===== src/hdl/pipeline_execute_stage_alu_top_assert.svh =====
// ----------------------------------------------------------------------------
// Assertion macros for the execute stage
// Concurrent checks clocked on clock and disabled during reset.
// ----------------------------------------------------------------------------
`ifndef PIPELINE_EXECUTE_STAGE_ALU_TOP_ASSERT_SVH
`define PIPELINE_EXECUTE_STAGE_ALU_TOP_ASSERT_SVH

// Consequent must hold in the same cycle as the antecedent.
`define PESA_ASSERT_SAME(lbl, ante, cons, msg) \
   lbl: assert property (@(posedge clock) disable iff (reset) (ante) |-> (cons)) \
      else $error(msg);

// Consequent must hold in the cycle after the antecedent.
`define PESA_ASSERT_NEXT(lbl, ante, cons, msg) \
   lbl: assert property (@(posedge clock) disable iff (reset) (ante) |=> (cons)) \
      else $error(msg);

`endif


===== src/hdl/exalu_pkg.sv =====
// ----------------------------------------------------------------------------
// exalu_pkg
// Types and codes shared by the Y86-64 execute stage.
// ----------------------------------------------------------------------------
`timescale 1ns / 1ps

package exalu_pkg;

   localparam int DATA_WIDTH_DEFAULT = 64;
   localparam int STACK_STEP         = 8;

   // instruction codes
   localparam logic [3:0] ICODE_HALT   = 4'd0;
   localparam logic [3:0] ICODE_NOP    = 4'd1;
   localparam logic [3:0] ICODE_RRMOVQ = 4'd2;
   localparam logic [3:0] ICODE_IRMOVQ = 4'd3;
   localparam logic [3:0] ICODE_RMMOVQ = 4'd4;
   localparam logic [3:0] ICODE_MRMOVQ = 4'd5;
   localparam logic [3:0] ICODE_OPQ    = 4'd6;
   localparam logic [3:0] ICODE_JXX    = 4'd7;
   localparam logic [3:0] ICODE_CALL   = 4'd8;
   localparam logic [3:0] ICODE_RET    = 4'd9;
   localparam logic [3:0] ICODE_PUSHQ  = 4'd10;
   localparam logic [3:0] ICODE_POPQ   = 4'd11;

   // ALU functions
   localparam logic [3:0] ALU_ADD = 4'd0;
   localparam logic [3:0] ALU_SUB = 4'd1;
   localparam logic [3:0] ALU_AND = 4'd2;
   localparam logic [3:0] ALU_XOR = 4'd3;

   // condition selectors
   localparam logic [3:0] COND_ALWAYS = 4'd0;
   localparam logic [3:0] COND_LE     = 4'd1;
   localparam logic [3:0] COND_L      = 4'd2;
   localparam logic [3:0] COND_E      = 4'd3;
   localparam logic [3:0] COND_NE     = 4'd4;
   localparam logic [3:0] COND_GE     = 4'd5;
   localparam logic [3:0] COND_G      = 4'd6;

   // status codes
   localparam logic [1:0] STAT_OK  = 2'd0;
   localparam logic [1:0] STAT_ADR = 2'd1;
   localparam logic [1:0] STAT_INS = 2'd2;
   localparam logic [1:0] STAT_HLT = 2'd3;

   // condition flag bits
   localparam int         FLAG_ZF     = 0;
   localparam int         FLAG_SF     = 1;
   localparam int         FLAG_OF     = 2;
   localparam logic [2:0] FLAGS_RESET = 3'b001;

   localparam logic [3:0] REG_NONE = 4'hF;

   typedef struct packed {
      logic [1:0]  instr_status;
      logic [3:0]  instr_code;
      logic [3:0]  instr_function;
      logic [63:0] constant_value;
      logic [63:0] operand_a_value;
      logic [63:0] operand_b_value;
      logic [3:0]  dest_e_reg;
      logic [3:0]  dest_m_reg;
      logic [1:0]  mem_stage_status;
      logic [1:0]  wb_stage_status;
   } req_type;

   typedef struct packed {
      logic [1:0]  out_status;
      logic [3:0]  out_code;
      logic        cond_taken;
      logic [63:0] alu_result;
      logic [63:0] passed_a_value;
      logic [3:0]  result_dest_e;
      logic [3:0]  result_dest_m;
      logic        bubble_memory;
   } rsp_type;

endpackage


===== src/hdl/pipeline_execute_stage_alu_top.sv =====
// Y86-64 execute stage.
// Input channel req_*: one instruction's execute-register fields plus the
// statuses now held in the memory and writeback stages, as one transaction.
// Result channel rsp_*: the memory register inputs (status, code, condition,
// valE, valA, destinations) and the bubble request for the memory stage.
// Path: a transaction is held in the input register, then in the result
// register, which drives rsp_valid. Throughput: one transaction per cycle
// while rsp_ready is high; the input register feeds the ALU, flag and
// condition logic, which is written into the result register. The condition
// flags are updated as an OPq instruction leaves the input register, unless
// a later stage holds an exception; the next instruction sees them at once.
// Reset: both registers empty, zero flag set, sign and overflow clear.
// Stall: while rsp_ready is low the result holds; the input register still
// takes one more transaction, then req_ready drops until the result is taken.
// ----------------------------------------------------------------------------
// pipeline_execute_stage_alu_top
// Execute stage: operand select, ALU, condition flags and condition check.
// ----------------------------------------------------------------------------
`timescale 1ns / 1ps

module pipeline_execute_stage_alu_top
   import exalu_pkg::*;
#(
   parameter int DATA_WIDTH = DATA_WIDTH_DEFAULT
) (
   input  logic    clock,
   input  logic    reset,
   input  logic    req_valid,
   output logic    req_ready,
   input  req_type req_data,
   output logic    rsp_valid,
   input  logic    rsp_ready,
   output rsp_type rsp_data
);

   localparam logic [DATA_WIDTH-1:0] STEP_POS = DATA_WIDTH'(STACK_STEP);
   localparam logic [DATA_WIDTH-1:0] STEP_NEG = DATA_WIDTH'(0) - STEP_POS;

   // input register
   logic                  s1_valid_ff, s1_valid_in;
   logic [1:0]            s1_status_ff;
   logic [3:0]            s1_code_ff;
   logic [3:0]            s1_func_ff;
   logic [DATA_WIDTH-1:0] s1_valc_ff;
   logic [DATA_WIDTH-1:0] s1_vala_ff;
   logic [DATA_WIDTH-1:0] s1_valb_ff;
   logic [3:0]            s1_dste_ff;
   logic [3:0]            s1_dstm_ff;
   logic                  s1_later_exc_ff;

   // result register
   logic                  out_valid_ff, out_valid_in;
   logic [1:0]            out_status_ff;
   logic [3:0]            out_code_ff;
   logic                  out_cnd_ff;
   logic [DATA_WIDTH-1:0] out_vale_ff;
   logic [DATA_WIDTH-1:0] out_vala_ff;
   logic [3:0]            out_dste_ff;
   logic [3:0]            out_dstm_ff;
   logic                  out_bubble_ff;

   logic [2:0]            flags_ff, flags_in;

   logic                  out_free;
   logic                  s1_adv;
   logic                  s1_load;

   logic [DATA_WIDTH-1:0] alu_a;
   logic [DATA_WIDTH-1:0] alu_b;
   logic [3:0]            alu_fn;
   logic [DATA_WIDTH-1:0] alu_res;
   logic                  alu_ovf;
   logic                  lt;
   logic                  cnd;
   logic                  cond_op;
   logic [3:0]            dste;

   assign out_free  = !out_valid_ff || rsp_ready;
   assign s1_adv    = s1_valid_ff && out_free;
   assign req_ready = !s1_valid_ff || out_free;
   assign s1_load   = req_valid && req_ready;

   // operand select
   always_comb begin
      unique case (s1_code_ff)
         ICODE_RRMOVQ, ICODE_OPQ:                  alu_a = s1_vala_ff;
         ICODE_IRMOVQ, ICODE_RMMOVQ, ICODE_MRMOVQ: alu_a = s1_valc_ff;
         ICODE_CALL, ICODE_PUSHQ:                  alu_a = STEP_NEG;
         ICODE_RET, ICODE_POPQ:                    alu_a = STEP_POS;
         default:                                  alu_a = '0;
      endcase
      unique case (s1_code_ff)
         ICODE_RMMOVQ, ICODE_MRMOVQ, ICODE_OPQ, ICODE_CALL,
         ICODE_RET, ICODE_PUSHQ, ICODE_POPQ:       alu_b = s1_valb_ff;
         default:                                  alu_b = '0;
      endcase
      alu_fn = (s1_code_ff == ICODE_OPQ) ? s1_func_ff : ALU_ADD;
   end

   // ALU
   always_comb begin
      alu_ovf = 1'b0;
      unique case (alu_fn)
         ALU_ADD: begin
            alu_res = alu_a + alu_b;
            alu_ovf = (alu_a[DATA_WIDTH-1] == alu_b[DATA_WIDTH-1])
                      && (alu_res[DATA_WIDTH-1] != alu_a[DATA_WIDTH-1]);
         end
         ALU_SUB: begin
            alu_res = alu_b - alu_a;
            alu_ovf = (alu_a[DATA_WIDTH-1] != alu_b[DATA_WIDTH-1])
                      && (alu_res[DATA_WIDTH-1] != alu_b[DATA_WIDTH-1]);
         end
         ALU_AND: alu_res = alu_a & alu_b;
         ALU_XOR: alu_res = alu_a ^ alu_b;
         default: alu_res = '0;
      endcase
   end

   // condition check against the flags left by earlier instructions
   always_comb begin
      lt      = flags_ff[FLAG_SF] ^ flags_ff[FLAG_OF];
      cond_op = (s1_code_ff == ICODE_RRMOVQ) || (s1_code_ff == ICODE_JXX);
      unique case (s1_func_ff)
         COND_ALWAYS: cnd = 1'b1;
         COND_LE:     cnd = lt | flags_ff[FLAG_ZF];
         COND_L:      cnd = lt;
         COND_E:      cnd = flags_ff[FLAG_ZF];
         COND_NE:     cnd = !flags_ff[FLAG_ZF];
         COND_GE:     cnd = !lt;
         COND_G:      cnd = !lt && !flags_ff[FLAG_ZF];
         default:     cnd = 1'b0;
      endcase
      cnd  = cnd && cond_op;
      // cancel the destination of a move whose condition fails
      dste = ((s1_code_ff == ICODE_RRMOVQ) && !cnd) ? REG_NONE : s1_dste_ff;
   end

   always_comb begin
      flags_in = flags_ff;
      if (s1_adv && (s1_code_ff == ICODE_OPQ) && !s1_later_exc_ff) begin
         flags_in[FLAG_ZF] = (alu_res == '0);
         flags_in[FLAG_SF] = alu_res[DATA_WIDTH-1];
         flags_in[FLAG_OF] = alu_ovf;
      end
   end

   assign s1_valid_in  = s1_load || (s1_valid_ff && !out_free);
   assign out_valid_in = s1_adv || (out_valid_ff && !rsp_ready);

   always_ff @(posedge clock) begin
      if (reset) begin
         s1_valid_ff  <= 1'b0;
         out_valid_ff <= 1'b0;
         flags_ff     <= FLAGS_RESET;
      end else begin
         s1_valid_ff  <= s1_valid_in;
         out_valid_ff <= out_valid_in;
         flags_ff     <= flags_in;
      end
   end

   always_ff @(posedge clock) begin
      if (s1_load) begin
         s1_status_ff    <= req_data.instr_status;
         s1_code_ff      <= req_data.instr_code;
         s1_func_ff      <= req_data.instr_function;
         s1_valc_ff      <= req_data.constant_value[DATA_WIDTH-1:0];
         s1_vala_ff      <= req_data.operand_a_value[DATA_WIDTH-1:0];
         s1_valb_ff      <= req_data.operand_b_value[DATA_WIDTH-1:0];
         s1_dste_ff      <= req_data.dest_e_reg;
         s1_dstm_ff      <= req_data.dest_m_reg;
         s1_later_exc_ff <= (req_data.mem_stage_status != STAT_OK)
                            || (req_data.wb_stage_status != STAT_OK);
      end
   end

   always_ff @(posedge clock) begin
      if (s1_adv) begin
         out_status_ff <= s1_status_ff;
         out_code_ff   <= s1_code_ff;
         out_cnd_ff    <= cnd;
         out_vale_ff   <= alu_res;
         out_vala_ff   <= s1_vala_ff;
         out_dste_ff   <= dste;
         out_dstm_ff   <= s1_dstm_ff;
         out_bubble_ff <= s1_later_exc_ff;
      end
   end

   assign rsp_valid               = out_valid_ff;
   assign rsp_data.out_status     = out_status_ff;
   assign rsp_data.out_code       = out_code_ff;
   assign rsp_data.cond_taken     = out_cnd_ff;
   assign rsp_data.alu_result     = 64'(out_vale_ff);
   assign rsp_data.passed_a_value = 64'(out_vala_ff);
   assign rsp_data.result_dest_e  = out_dste_ff;
   assign rsp_data.result_dest_m  = out_dstm_ff;
   assign rsp_data.bubble_memory  = out_bubble_ff;

`include "pipeline_execute_stage_alu_top_assert.svh"

   `PESA_ASSERT_SAME(a_flags_after_reset, $past(reset), flags_ff == FLAGS_RESET,
      "flags not at reset value after reset")
   `PESA_ASSERT_NEXT(a_flags_kept_on_exc, s1_adv && s1_later_exc_ff, $stable(flags_ff),
      "flags changed while a later stage held an exception")
   `PESA_ASSERT_NEXT(a_flags_kept_non_op,
      !(s1_adv && (s1_code_ff == ICODE_OPQ)), $stable(flags_ff),
      "flags changed without an OPq transaction")
   `PESA_ASSERT_SAME(a_cmov_cancel,
      out_valid_ff && (out_code_ff == ICODE_RRMOVQ) && !out_cnd_ff,
      out_dste_ff == REG_NONE, "failed conditional move kept its destination")
   `PESA_ASSERT_SAME(a_cond_only_branch_move, out_valid_ff && out_cnd_ff,
      (out_code_ff == ICODE_RRMOVQ) || (out_code_ff == ICODE_JXX),
      "condition set for an instruction that has none")

endmodule

===== config.mk =====
export PLATFORM = sky130hd
export DESIGN_NAME = pipeline_execute_stage_alu_top
export DESIGN_NICKNAME = d
export VERILOG_FILES = /design/src/hdl/exalu_pkg.sv /design/src/hdl/pipeline_execute_stage_alu_top.sv
export VERILOG_INCLUDE_DIRS = /design/src /design/src/hdl
export SDC_FILE = /design/constraint.sdc
export NUM_CORES = 1
export LEC_CHECK = 0
export ABC_AREA = 1
export BUFFER_PORTS_ARGS = -buffer_cell sky130_fd_sc_hd__buf_4
export CELL_PAD_IN_SITES_DETAIL_PLACEMENT = 1
export CELL_PAD_IN_SITES_GLOBAL_PLACEMENT = 1
export CORE_MARGIN = 5
export CORE_UTILIZATION = 35
export CTS_BUF_LIST = sky130_fd_sc_hd__clkbuf_4
export DETAILED_ROUTE_END_ITERATION = 10
export GPL_TIMING_DRIVEN = 0
export PLACE_DENSITY = 0.73
export SYNTH_ARGS = -nofsm -noshare
export SYNTH_HDL_FRONTEND = slang
export SYNTH_SLANG_ARGS = --single-unit

===== constraint.sdc =====
create_clock -name clock -period 10 [get_ports clock]
set_input_delay 0.5 -clock clock [delete_from_list [all_inputs] [get_ports clock]]
set_output_delay 0.5 -clock clock [all_outputs]
set_load 0.05 [all_outputs]

==> After elaboration in Yosys (flattened, before gate mapping) <==
Index checks and enable logic that the tools add are counted.
{ "classes": {"n_eq_ne": 23, "n_mux": 6, "addsub": 2, "n_reduce_logical": 35, "bitwise": 4} }
{ "ops": {"columns": ["cell", "n"], "rows": [
  ["$pmux 64 s4", 2],
  ["$add 64x64->64", 1],
  ["$and 64x64->64", 1],
  ["$logic_not 64->1", 1],
  ["$mux 64", 1],
  ["$sub 64x64->64", 1],
  ["$xor 64x64->64", 1],
  ["$eq 4x3->1 const B", 7],
  ["$eq 4x2->1 const B", 6],
  ["$eq 4x4->1 const B", 4],
  ["$logic_and 1x1->1", 11],
  ["$eq 4x1->1 const B", 2],
  ["$logic_not 1->1", 8],
  ["$logic_not 4->1", 2],
  ["$pmux 1 s7", 1],
  ["$reduce_or 7->1", 1],
  ["$logic_or 1x1->1", 6],
  ["$reduce_or 2->1", 3],
  ["$mux 4", 1],
  ["$reduce_bool 2->1", 2],
  ["$ne 1x1->1", 3],
  ["$reduce_or 3->1", 1],
  ["$pmux 1 s2", 1],
  ["$eq 1x1->1", 1],
  ["other kinds (2)", 2]
]} }
{ "totals": {"input_bits": 218, "word_cells": 90, "output_inout_bits": 146, "reg_bits": 360} }

==> Longest topological paths before layout <==
Gate-level depths: netlist of the first run.
{ "logic_depth": {"ltp_word": 7, "ltp_mapped": 32, "depth_no_buf": 31} }

==> Least setup slack after synthesis of the first run <==
OpenSTA, ideal clock, no wires.
{ "synth_path": {"kind": "register -> register", "from": "reg out_valid_ff, in the netlist rsp_valid", "to": "reg flags_ff[0]", "period_less_slack_ns": 9.647, "path_buffers": 0, "stages_incl_launch_ff": 18, "required_ns": 9.939, "setup_ns": 0.061, "setup_slack_ns": 0.353, "arrival_ns": 9.587, "path_cell_list": "dfxtp_1 > a21oi_1 > nand2_1 > nor2_1 > nand2_1 > nor2_1 > nand3_1 > nor2_1 > nand2_1 > nor2_1 > nand2_1 > nor2_1 > nand4_1 > nor2_1 > nand4_1 > nor2_1 > nand4_1 > nand2_1"} }
{ "synth_via": {"elab_chain_len": 5} }
{ "synth_lines": {"columns": ["item", "line_no", "rtl"], "rows": [
  ["from (decl)", "pipeline_execute_stage_alu_top.sv:52", "logic out_valid_ff, out_valid_in;"],
  ["from (signal assigned)", "pipeline_execute_stage_alu_top.sv:158", "out_valid_ff <= out_valid_in;"],
  ["$logic_not 1->1", "pipeline_execute_stage_alu_top.sv:78", "assign out_free = !out_valid_ff || rsp_ready;"],
  ["$logic_or 1x1->1", "pipeline_execute_stage_alu_top.sv:78", null],
  ["$logic_and 1x1->1", "pipeline_execute_stage_alu_top.sv:79", "assign s1_adv = s1_valid_ff && out_free;"],
  ["named net s1_adv", "pipeline_execute_stage_alu_top.sv:65", "logic s1_adv;"],
  ["$logic_and 1x1->1 (2 in a row)", "pipeline_execute_stage_alu_top.sv:141", "if (s1_adv && (s1_code_ff == ICODE_OPQ) && !s1_later_exc_ff) begin"],
  ["to (signal assigned)", "pipeline_execute_stage_alu_top.sv:159", "flags_ff <= flags_in;"],
  ["to (decl)", "pipeline_execute_stage_alu_top.sv:62", "logic [2:0] flags_ff, flags_in;"]
]} }
The timed path passes the listed nets, and every way through them passes these cells.
A chain may end at the register's enable or synchronous reset.

==> Worst setup path after layout of the first run <==
{ "layout_path": {"from": "reg s1_code_ff[1]", "to": "reg flags_ff[0]"} }
{ "layout_via": {"elab_chain_len": 6, "word_cells_on_any_way": 29, "classes_between": "add/sub: 2; eq/ne: 12; mux: 4; bitwise: 2; reduce/logical: 9"} }
{ "layout_lines": {"columns": ["item", "line_no", "rtl"], "rows": [
  ["from (decl)", "pipeline_execute_stage_alu_top.sv:42", "logic [3:0] s1_code_ff;"],
  ["from (signal assigned)", "pipeline_execute_stage_alu_top.sv:166", "s1_code_ff <= req_data.instr_code;"],
  ["$eq 4x3->1 (tied with other cells)", "pipeline_execute_stage_alu_top.sv:85, pipeline_execute_stage_alu_top.sv:92", null],
  ["$reduce_or 3->1 (tied with other cells)", "pipeline_execute_stage_alu_top.sv:85", "unique case (s1_code_ff)"],
  ["$pmux 64 s4 or $mux 64 (tied branches)", "pipeline_execute_stage_alu_top.sv:85, pipeline_execute_stage_alu_top.sv:92", null],
  ["$sub 64x64->64 (tied with other cells)", "pipeline_execute_stage_alu_top.sv:110", "alu_res = alu_b - alu_a;"],
  ["$pmux 64 s4", "pipeline_execute_stage_alu_top.sv:103", "unique case (alu_fn)"],
  ["$logic_not 64->1", "pipeline_execute_stage_alu_top.sv:142", "flags_in[FLAG_ZF] = (alu_res == '0);"]
]} }
Several ways; a longest one is shown, not always the timed one.

==> flow_summary.yaml, run 1 <==
timing:
  rsz0062_at_grt: "no"
  final_hold_viol_count: 0
  maxSlewViolCount: 0
  tightest_slew_ps: 1270
  max_slew_margin: 0.152
  setup_slack_ps: 3680
  max_freq_ghz: 0.158
  fin_skew_ps: 100
  min_period_ps: 6320
  finalCritPeriodShare: 0.632
  setup_viol: 0
floorplanning:
  rows: 96
  dieArea_um2: 74900
  ios: 364
  fp.dieW_um: 274
  start_util: 0.354
  design.core.area_um2: 68700
  die_h_um: 274
global_routing:
  gr-total-overflow: 0
  grt_usage: 0.306
  antenna_found_initial: 10
  grt_max_degree: 108
  grt_pass1_vias: 26160
  grt_pass1_wl_mm: 170
power_and_ir_drop:
  power.density_nw_per_um2: 151
  peakVddDrop_mv: 0.128
  p_leak_nw: 14.9
  totalPowerFinal_mw: 4.80
yosys:
  seq_area_frac_synth: 0.442
  synth_most_common_cell: "nand2_1"
  synth_nets: 3470
  ys.flop_type: "edfxtp_1"
  yosys-top-cells-count: "nand2_1 (724), inv_1 (497), nor2_1 (403)"
  synth_seq_cells: 360
  synth_warnings: 0
  synth_edf_count: 355
  synth_area_um2: 24300
  syn_inst: 3117
  async_flop_share: 0
  avgSynthCellArea_um2: 7.80
  yosysTopAreaCell: "edfxtp_1"
  synth_cell_type_count: 63
  synth_area_leaders: "edfxtp_1 (44%), nand2_1 (11%), inv_1 (7.7%), ha_1 (6.8%), nor2_1 (6.2%)"
  synthDominantCellAreaShare: 0.438
drt:
  routed_via_density: 5.29
  vias: 25500
  wl_per_cell_um: 24.4
  routed_wirelength_mm: 118
  drtIter0Drc: 2239
  postRouteAntennaNets: 0
  drc: 0
  first_pass_iters: 5
clocking:
  clock-sinks: 360
  cts.clk_slew.worst_paths_ps: 70
  clk_latency_ps: 940
  clockBufferDepth: 3
  ctsResizeCount: 0
  post_cts_buffers: 0
  cts_hold_buf: 216
  cts.htree.levels: 3
  cts_tree: "built"
  cts_root_buf: "clkbuf_4"
  cts_made_buffers: 100
worst_setup_path:
  arrival_ps: 7200
  worstSetupPathType: "flip-flop to flip-flop"
  cp_common_cell: "nand2_1"
  critPathLaunchType: "flip-flop"
  ff2ff_path_depth: 29
  worst_path_largest_cell_delay_ps: 1110
  critPathMaxFanout: 10
  critPathCaptureType: "flip-flop"
  required_ps: 10880
  cpMaxStageDelayCell: "a221oi_1"
hold_path:
  hold_depth: 3
  hp-class: "input pin to flip-flop"
job:
  cap_violations: 0
finish:
  postLayoutCoreUtil: 0.464
  fillers: 8499
  drive_gt1_frac: 0.170
  final_cells: 4822
  fin_nets: 4159
  syn2layout_area_growth_pct: 31.0
outcome:
  status: "finished clean"
placed_design:
  place_ws_ps: 3860
  dp.cells: 4419
  dp_hpwl_mm: 89.4
  numPortBuffers: 363
  gp_congestion: 0.985
[cell type report]
cell class | instances | area (µm²) | share of cell area
flip-flops and latches | 360 | 10800 | 0.338
multi-input cells | 2143 | 11200 | 0.351
clock buffers | 153 | 1150 | 0.0360
plain buffers | 102 | 467 | 0.0146
well taps | 931 | 1160 | 0.0366
inverters | 512 | 1930 | 0.0607
diodes | 13 | 32.5 | 0.00102
clock inverters | 21 | 129 | 0.00404
repair buffers | 587 | 5050 | 0.158
[placed cells by master, fill, tap and decap left out, types with 5 or more instances in the layout]
master | netlist | layout
nand3b_1 | 13 | 13
o21ai_1 | 13 | 13
buf_4 | 7 | 371
buf_12 | 0 | 5
buf_2 | 37 | 37
o21a_1 | 7 | 7
nand3_2 | 11 | 11
o21ai_0 | 125 | 125
o22ai_1 | 23 | 23
edfxtp_1 | 355 | 355
clkinv_1 | 6 | 16
nand2_2 | 14 | 14
nand2_1 | 724 | 724
inv_2 | 8 | 9
a221oi_1 | 59 | 59
dfxtp_1 | 5 | 5
inv_1 | 497 | 496
o21bai_1 | 9 | 9
clkbuf_1 | 46 | 46
nand3_1 | 262 | 262
nor2_1 | 403 | 403
a31oi_1 | 5 | 5
a21oi_1 | 169 | 168
nand4_1 | 50 | 50
dlygate4sd3_1 | 0 | 216
a211oi_1 | 9 | 9
nor3_1 | 28 | 28
a22oi_1 | 11 | 11
buf_1 | 8 | 8
ha_1 | 133 | 133
nor2_2 | 13 | 13
clkbuf_4 | 0 | 153
diode_2 | 0 | 13
[layer usage]
| layer | wire length, µm | global-route usage | vias up |
|---|---|---|---|
| met4 | 3540 | 0.0867 | 2 |
| met5 | 13 | 0 | - |
| li1 | - | - | 11780 |
| met1 | 51200 | 0.418 | 12531 |
| met3 | 8860 | 0.0577 | 186 |
| met2 | 54000 | 0.497 | 1001 |
[report_power, final]
part           internal, mW  total [mW]  switching, mW
Clock                 0.701        1.45          0.750
Combinational         0.456        1.54           1.08
Sequential             1.78        1.82         0.0419
[path summary, 6_finish.rpt]
path	from	end	slack (ps)
min	rsp_ready	out_vale_ff[49]	110
max reg2reg	s1_code_ff[1]	flags_ff[0]	3680
max	s1_code_ff[1]	flags_ff[0]	3680
min reg2reg	s1_vala_ff[44]	out_vala_ff[44]	400
[critical path, delay by kind of cell (launching register included)]
| kind | cells | cell delay [ps] |
|---|---|---|
| buf+inv | 4 | 1060 |
| compound gates | 1 | 1110 |
| simple gates | 23 | 3190 |
| flops | 1 | 540 |
| fa+ha+maj | 1 | 410 |
[cells by family after synthesis]
group	Yosys count	synth area share
flip-flops	360	0.442
XOR/XNOR	5	0.00180
AO/OA/AOI/OAI	454	0.111
AND/OR/NAND/NOR	1549	0.276
adder cells (fa/ha/maj)	135	0.0701
buffers and inverters	614	0.0984
[registers in the layout, summed over array words and instances, names as in the netlist, 3 cells and up]
register and cells:
out_code_ff 4, out_vale_ff 64, s1_valb_ff 64, out_dste_ff 4, s1_valc_ff 64, s1_dste_ff 4, s1_code_ff 4, s1_func_ff 4
s1_vala_ff 64, s1_dstm_ff 4, flags_ff 3, out_dstm_ff 4, out_vala_ff 64
[per-stage QoR]
stage	TNS, ps	hold slack, ps	cell area (µm²)
2_1_floorplan	0	400	24300
3_3_place_gp	-365840	401	28200
3_5_place_dp	0	410	28400
4_1_cts	0	30.3	31800
5_1_grt	0	88.4	31900
6_report	0	109	31900
No activity file was read; power rests on OpenSTA's default activity.
==> run 2: changes to the inputs <==
Settings changed: ABC_AREA 1 to 0, PLACE_DENSITY 0.73 to 0.71.
Clock period 10 ns to 5.7 ns, I/O delays scaled along.
==> flow_summary.yaml, run 2 <==
power_and_ir_drop:
  power_switching_mw: 3.23
  clkPwrFrac: 0.269
  peakVddDrop_mv: 0.215
  intPower_mw: 5.31
  power.density_nw_per_um2: 251
  p_sw_frac: 0.379
  p_leak_nw: 13.6
  p_comb_frac: 0.357
  totalPowerFinal_mw: 8.54
  pwr-share-seq: 0.373
finish:
  syn2layout_area_growth_pct: 45.9
  final_cells: 4124
  drive_gt1_frac: 0.300
  layout_commonest_cell: "buf_4"
  fin_nets: 3545
  layout_common_cells: "buf_4 (459), edfxtp_1 (355), dlygate4sd3_1 (246), nand2_1 (207), nor2_1 (180)"
worst_setup_path:
  arrival_ps: 6750
  crit_end: "flags_ff[0]"
  critPathCaptureType: "flip-flop"
  r2r_setup_slack_ps: -310
  critPathMaxFanout: 10
  r2r-end: "flags_ff[0]"
  critPathLaunchType: "flip-flop"
  reg2reg_from: "s1_code_ff[0]"
  ff2ff_path_depth: 14
  required_ps: 6440
  worstSetupPathType: "flip-flop to flip-flop"
  critPathLaunch: "s1_code_ff[0]"
placed_design:
  gp_congestion: 0.992
  place_ws_ps: -2570
  dp_hpwl_mm: 88.9
  dp.cells: 3623
  numPortBuffers: 363
global_routing:
  grt_pass1_wl_mm: 176
  antenna_found_initial: 7
  gr-total-overflow: 0
  grt_usage: 0.330
  grt_max_degree: 72
  grt_pass1_vias: 25720
timing:
  max_slew_margin: 0.0409
  max_freq_ghz: 0.166
  min_period_ps: 6010
  fin_setup_tns_ps: -314
  fin_skew_ps: 71.8
  tightest_slew_ps: 1440
  final_hold_viol_count: 0
  setup_viol: 2
  setup_slack_ps: -309
  finalCritPeriodShare: 1.05
  maxSlewViolCount: 0
  rsz0062_at_grt: "yes"
clocking:
  cts.clk_slew.worst_paths_ps: 80
  clock-sinks: 360
  cts_made_buffers: 97
  clk_latency_ps: 920
  cts_root_buf: "clkbuf_4"
  cts.htree.levels: 3
  clockBufferDepth: 3
  cts_tree: "built"
hold_path:
  hp-start: "req_data[105]"
  hp-class: "input pin to flip-flop"
drt:
  wl_per_cell_um: 30.1
  drc: 0
  vias: 24749
  routed_wirelength_mm: 124
  first_pass_iters: 5
  postRouteAntennaNets: 0
  drtIter0Drc: 2282
  routed_via_density: 6.00
yosys:
  synth_area_um2: 23300
  yosys-top-cells-count: "edfxtp_1 (355), nand2_1 (210), nor2_1 (192)"
  synth_cell_type_count: 100
  avgSynthCellArea_um2: 9.76
  synth_area_leaders: "edfxtp_1 (46%), ha_1 (7.1%), a21oi_1 (4.0%), nand2_1 (3.4%), nor2_1 (3.1%)"
  ys.flop_type: "edfxtp_1"
  synthDominantCellAreaShare: 0.457
  synth_edf_count: 355
  syn_inst: 2389
  synth_seq_cells: 360
  yosysTopAreaCell: "edfxtp_1"
  async_flop_share: 0
  synth_most_common_cell: "edfxtp_1"
  synth_nets: 2742
  seq_area_frac_synth: 0.461
  synth_warnings: 0
outcome:
  violations: "negative setup slack"
  status: "complete, but fails checks"
floorplanning:
  fp.dieW_um: 268
  design.core.area_um2: 65900
  dieArea_um2: 71900
  rows: 94
  ios: 364
  die_h_um: 268
  start_util: 0.354
job:
  cap_violations: 0
==> run 2: logic make-up after synthesis <==
logic type	synth area share
AOI/OAI and AO/OA	0.234
DFF	0.461
adders and majority gates	0.0744
muxes	0.00912
and+or+nand+nor	0.170
xor gates and xnor gates	0.00639
buffers and inverters	0.0456
==> run 2: cell type report <==
| cell class | instances | area (µm²) |
|---|---|---|
| Fill cell | 7288 | 31800 |
| Multi-Input combinational cell | 1756 | 13400 |
| Sequential cell | 360 | 10800 |
| Timing Repair Buffer | 711 | 6170 |
| Tap cell | 864 | 1080 |
| Clock buffer | 138 | 1040 |
| Buffer | 127 | 910 |
| Inverter | 139 | 522 |
| Clock inverter | 22 | 119 |
| Antenna cell | 7 | 17.5 |
==> run 2: what timing repair did <==
| item | 4_1_cts | 5_1_grt |
|---|---|---|
| buffers inserted | 62 | 32 |
| hold buffers | 246 | 0 |
| pin swaps | 61 | 49 |
| endpoints found under the hold margin | 233 | 0 |
| gates cloned | 1 | 0 |
| setup endpoints to repair | 60 | 8 |
| resized for setup | 396 | 118 |
==> run 2: through the flow <==
step / hold WS [ps] / utilization / area, µm²
after floorplan: 357 / - / 23300
final: 91.7 / 0.517 / 34000
after global placement: 400 / 0.412 / 27100
after CTS: 0.245 / 0.504 / 33200
after detailed placement: 406 / 0.414 / 27300
after global routing: 6.68 / 0.516 / 34000
==> run 2: worst max-delay path, stage by stage (launching register included) <==
cell and delay, ps:
edfxtp_1 410, buf_4 220, nand4bb_1 380, clkbuf_1 460, a21o_1 170, clkbuf_1 700, buf_1 800, clkbuf_1 710
clkbuf_1 660, a221oi_1 170, a31oi_1 600, nor4_1 90, and4bb_1 240, nand4b_1 120, o31ai_2 70
==> run 2: per-layer routing <==
metal / vias to the layer above / routed length (µm) / track usage
li1: 10774 / - / -
met1: 12549 / 50800 / 0.433
met2: 1215 / 58300 / 0.544
met3: 209 / 11000 / 0.0771
met4: 2 / 3970 / 0.105
met5: - / 13 / 0
==> run 2: worst min-delay path by stage <==
stage                     endpoint  cells past startpoint  slack (ps)
finish              s1_vala_ff[29]                      2          90
global route        s1_vala_ff[29]                      2           7
detailed placement  out_dstm_ff[3]                      0         410
CTS                  s1_dste_ff[1]                      2         0.2
floorplan              flags_ff[1]                      1         360
global placement    out_dstm_ff[2]                      0         400
==> run 2: power by group through the flow <==
stage / sequential [mW] / clock [mW] / combinational, mW
final: 3.19 / 2.30 / 3.05
after global routing: 3.20 / 2.54 / 3.19
after CTS: 3.18 / 2.32 / 2.84
after detailed placement: 3.22 / 0 / 2.38
after global placement: 3.24 / 0 / 2.32
after floorplan: 3.43 / 0 / 1.22
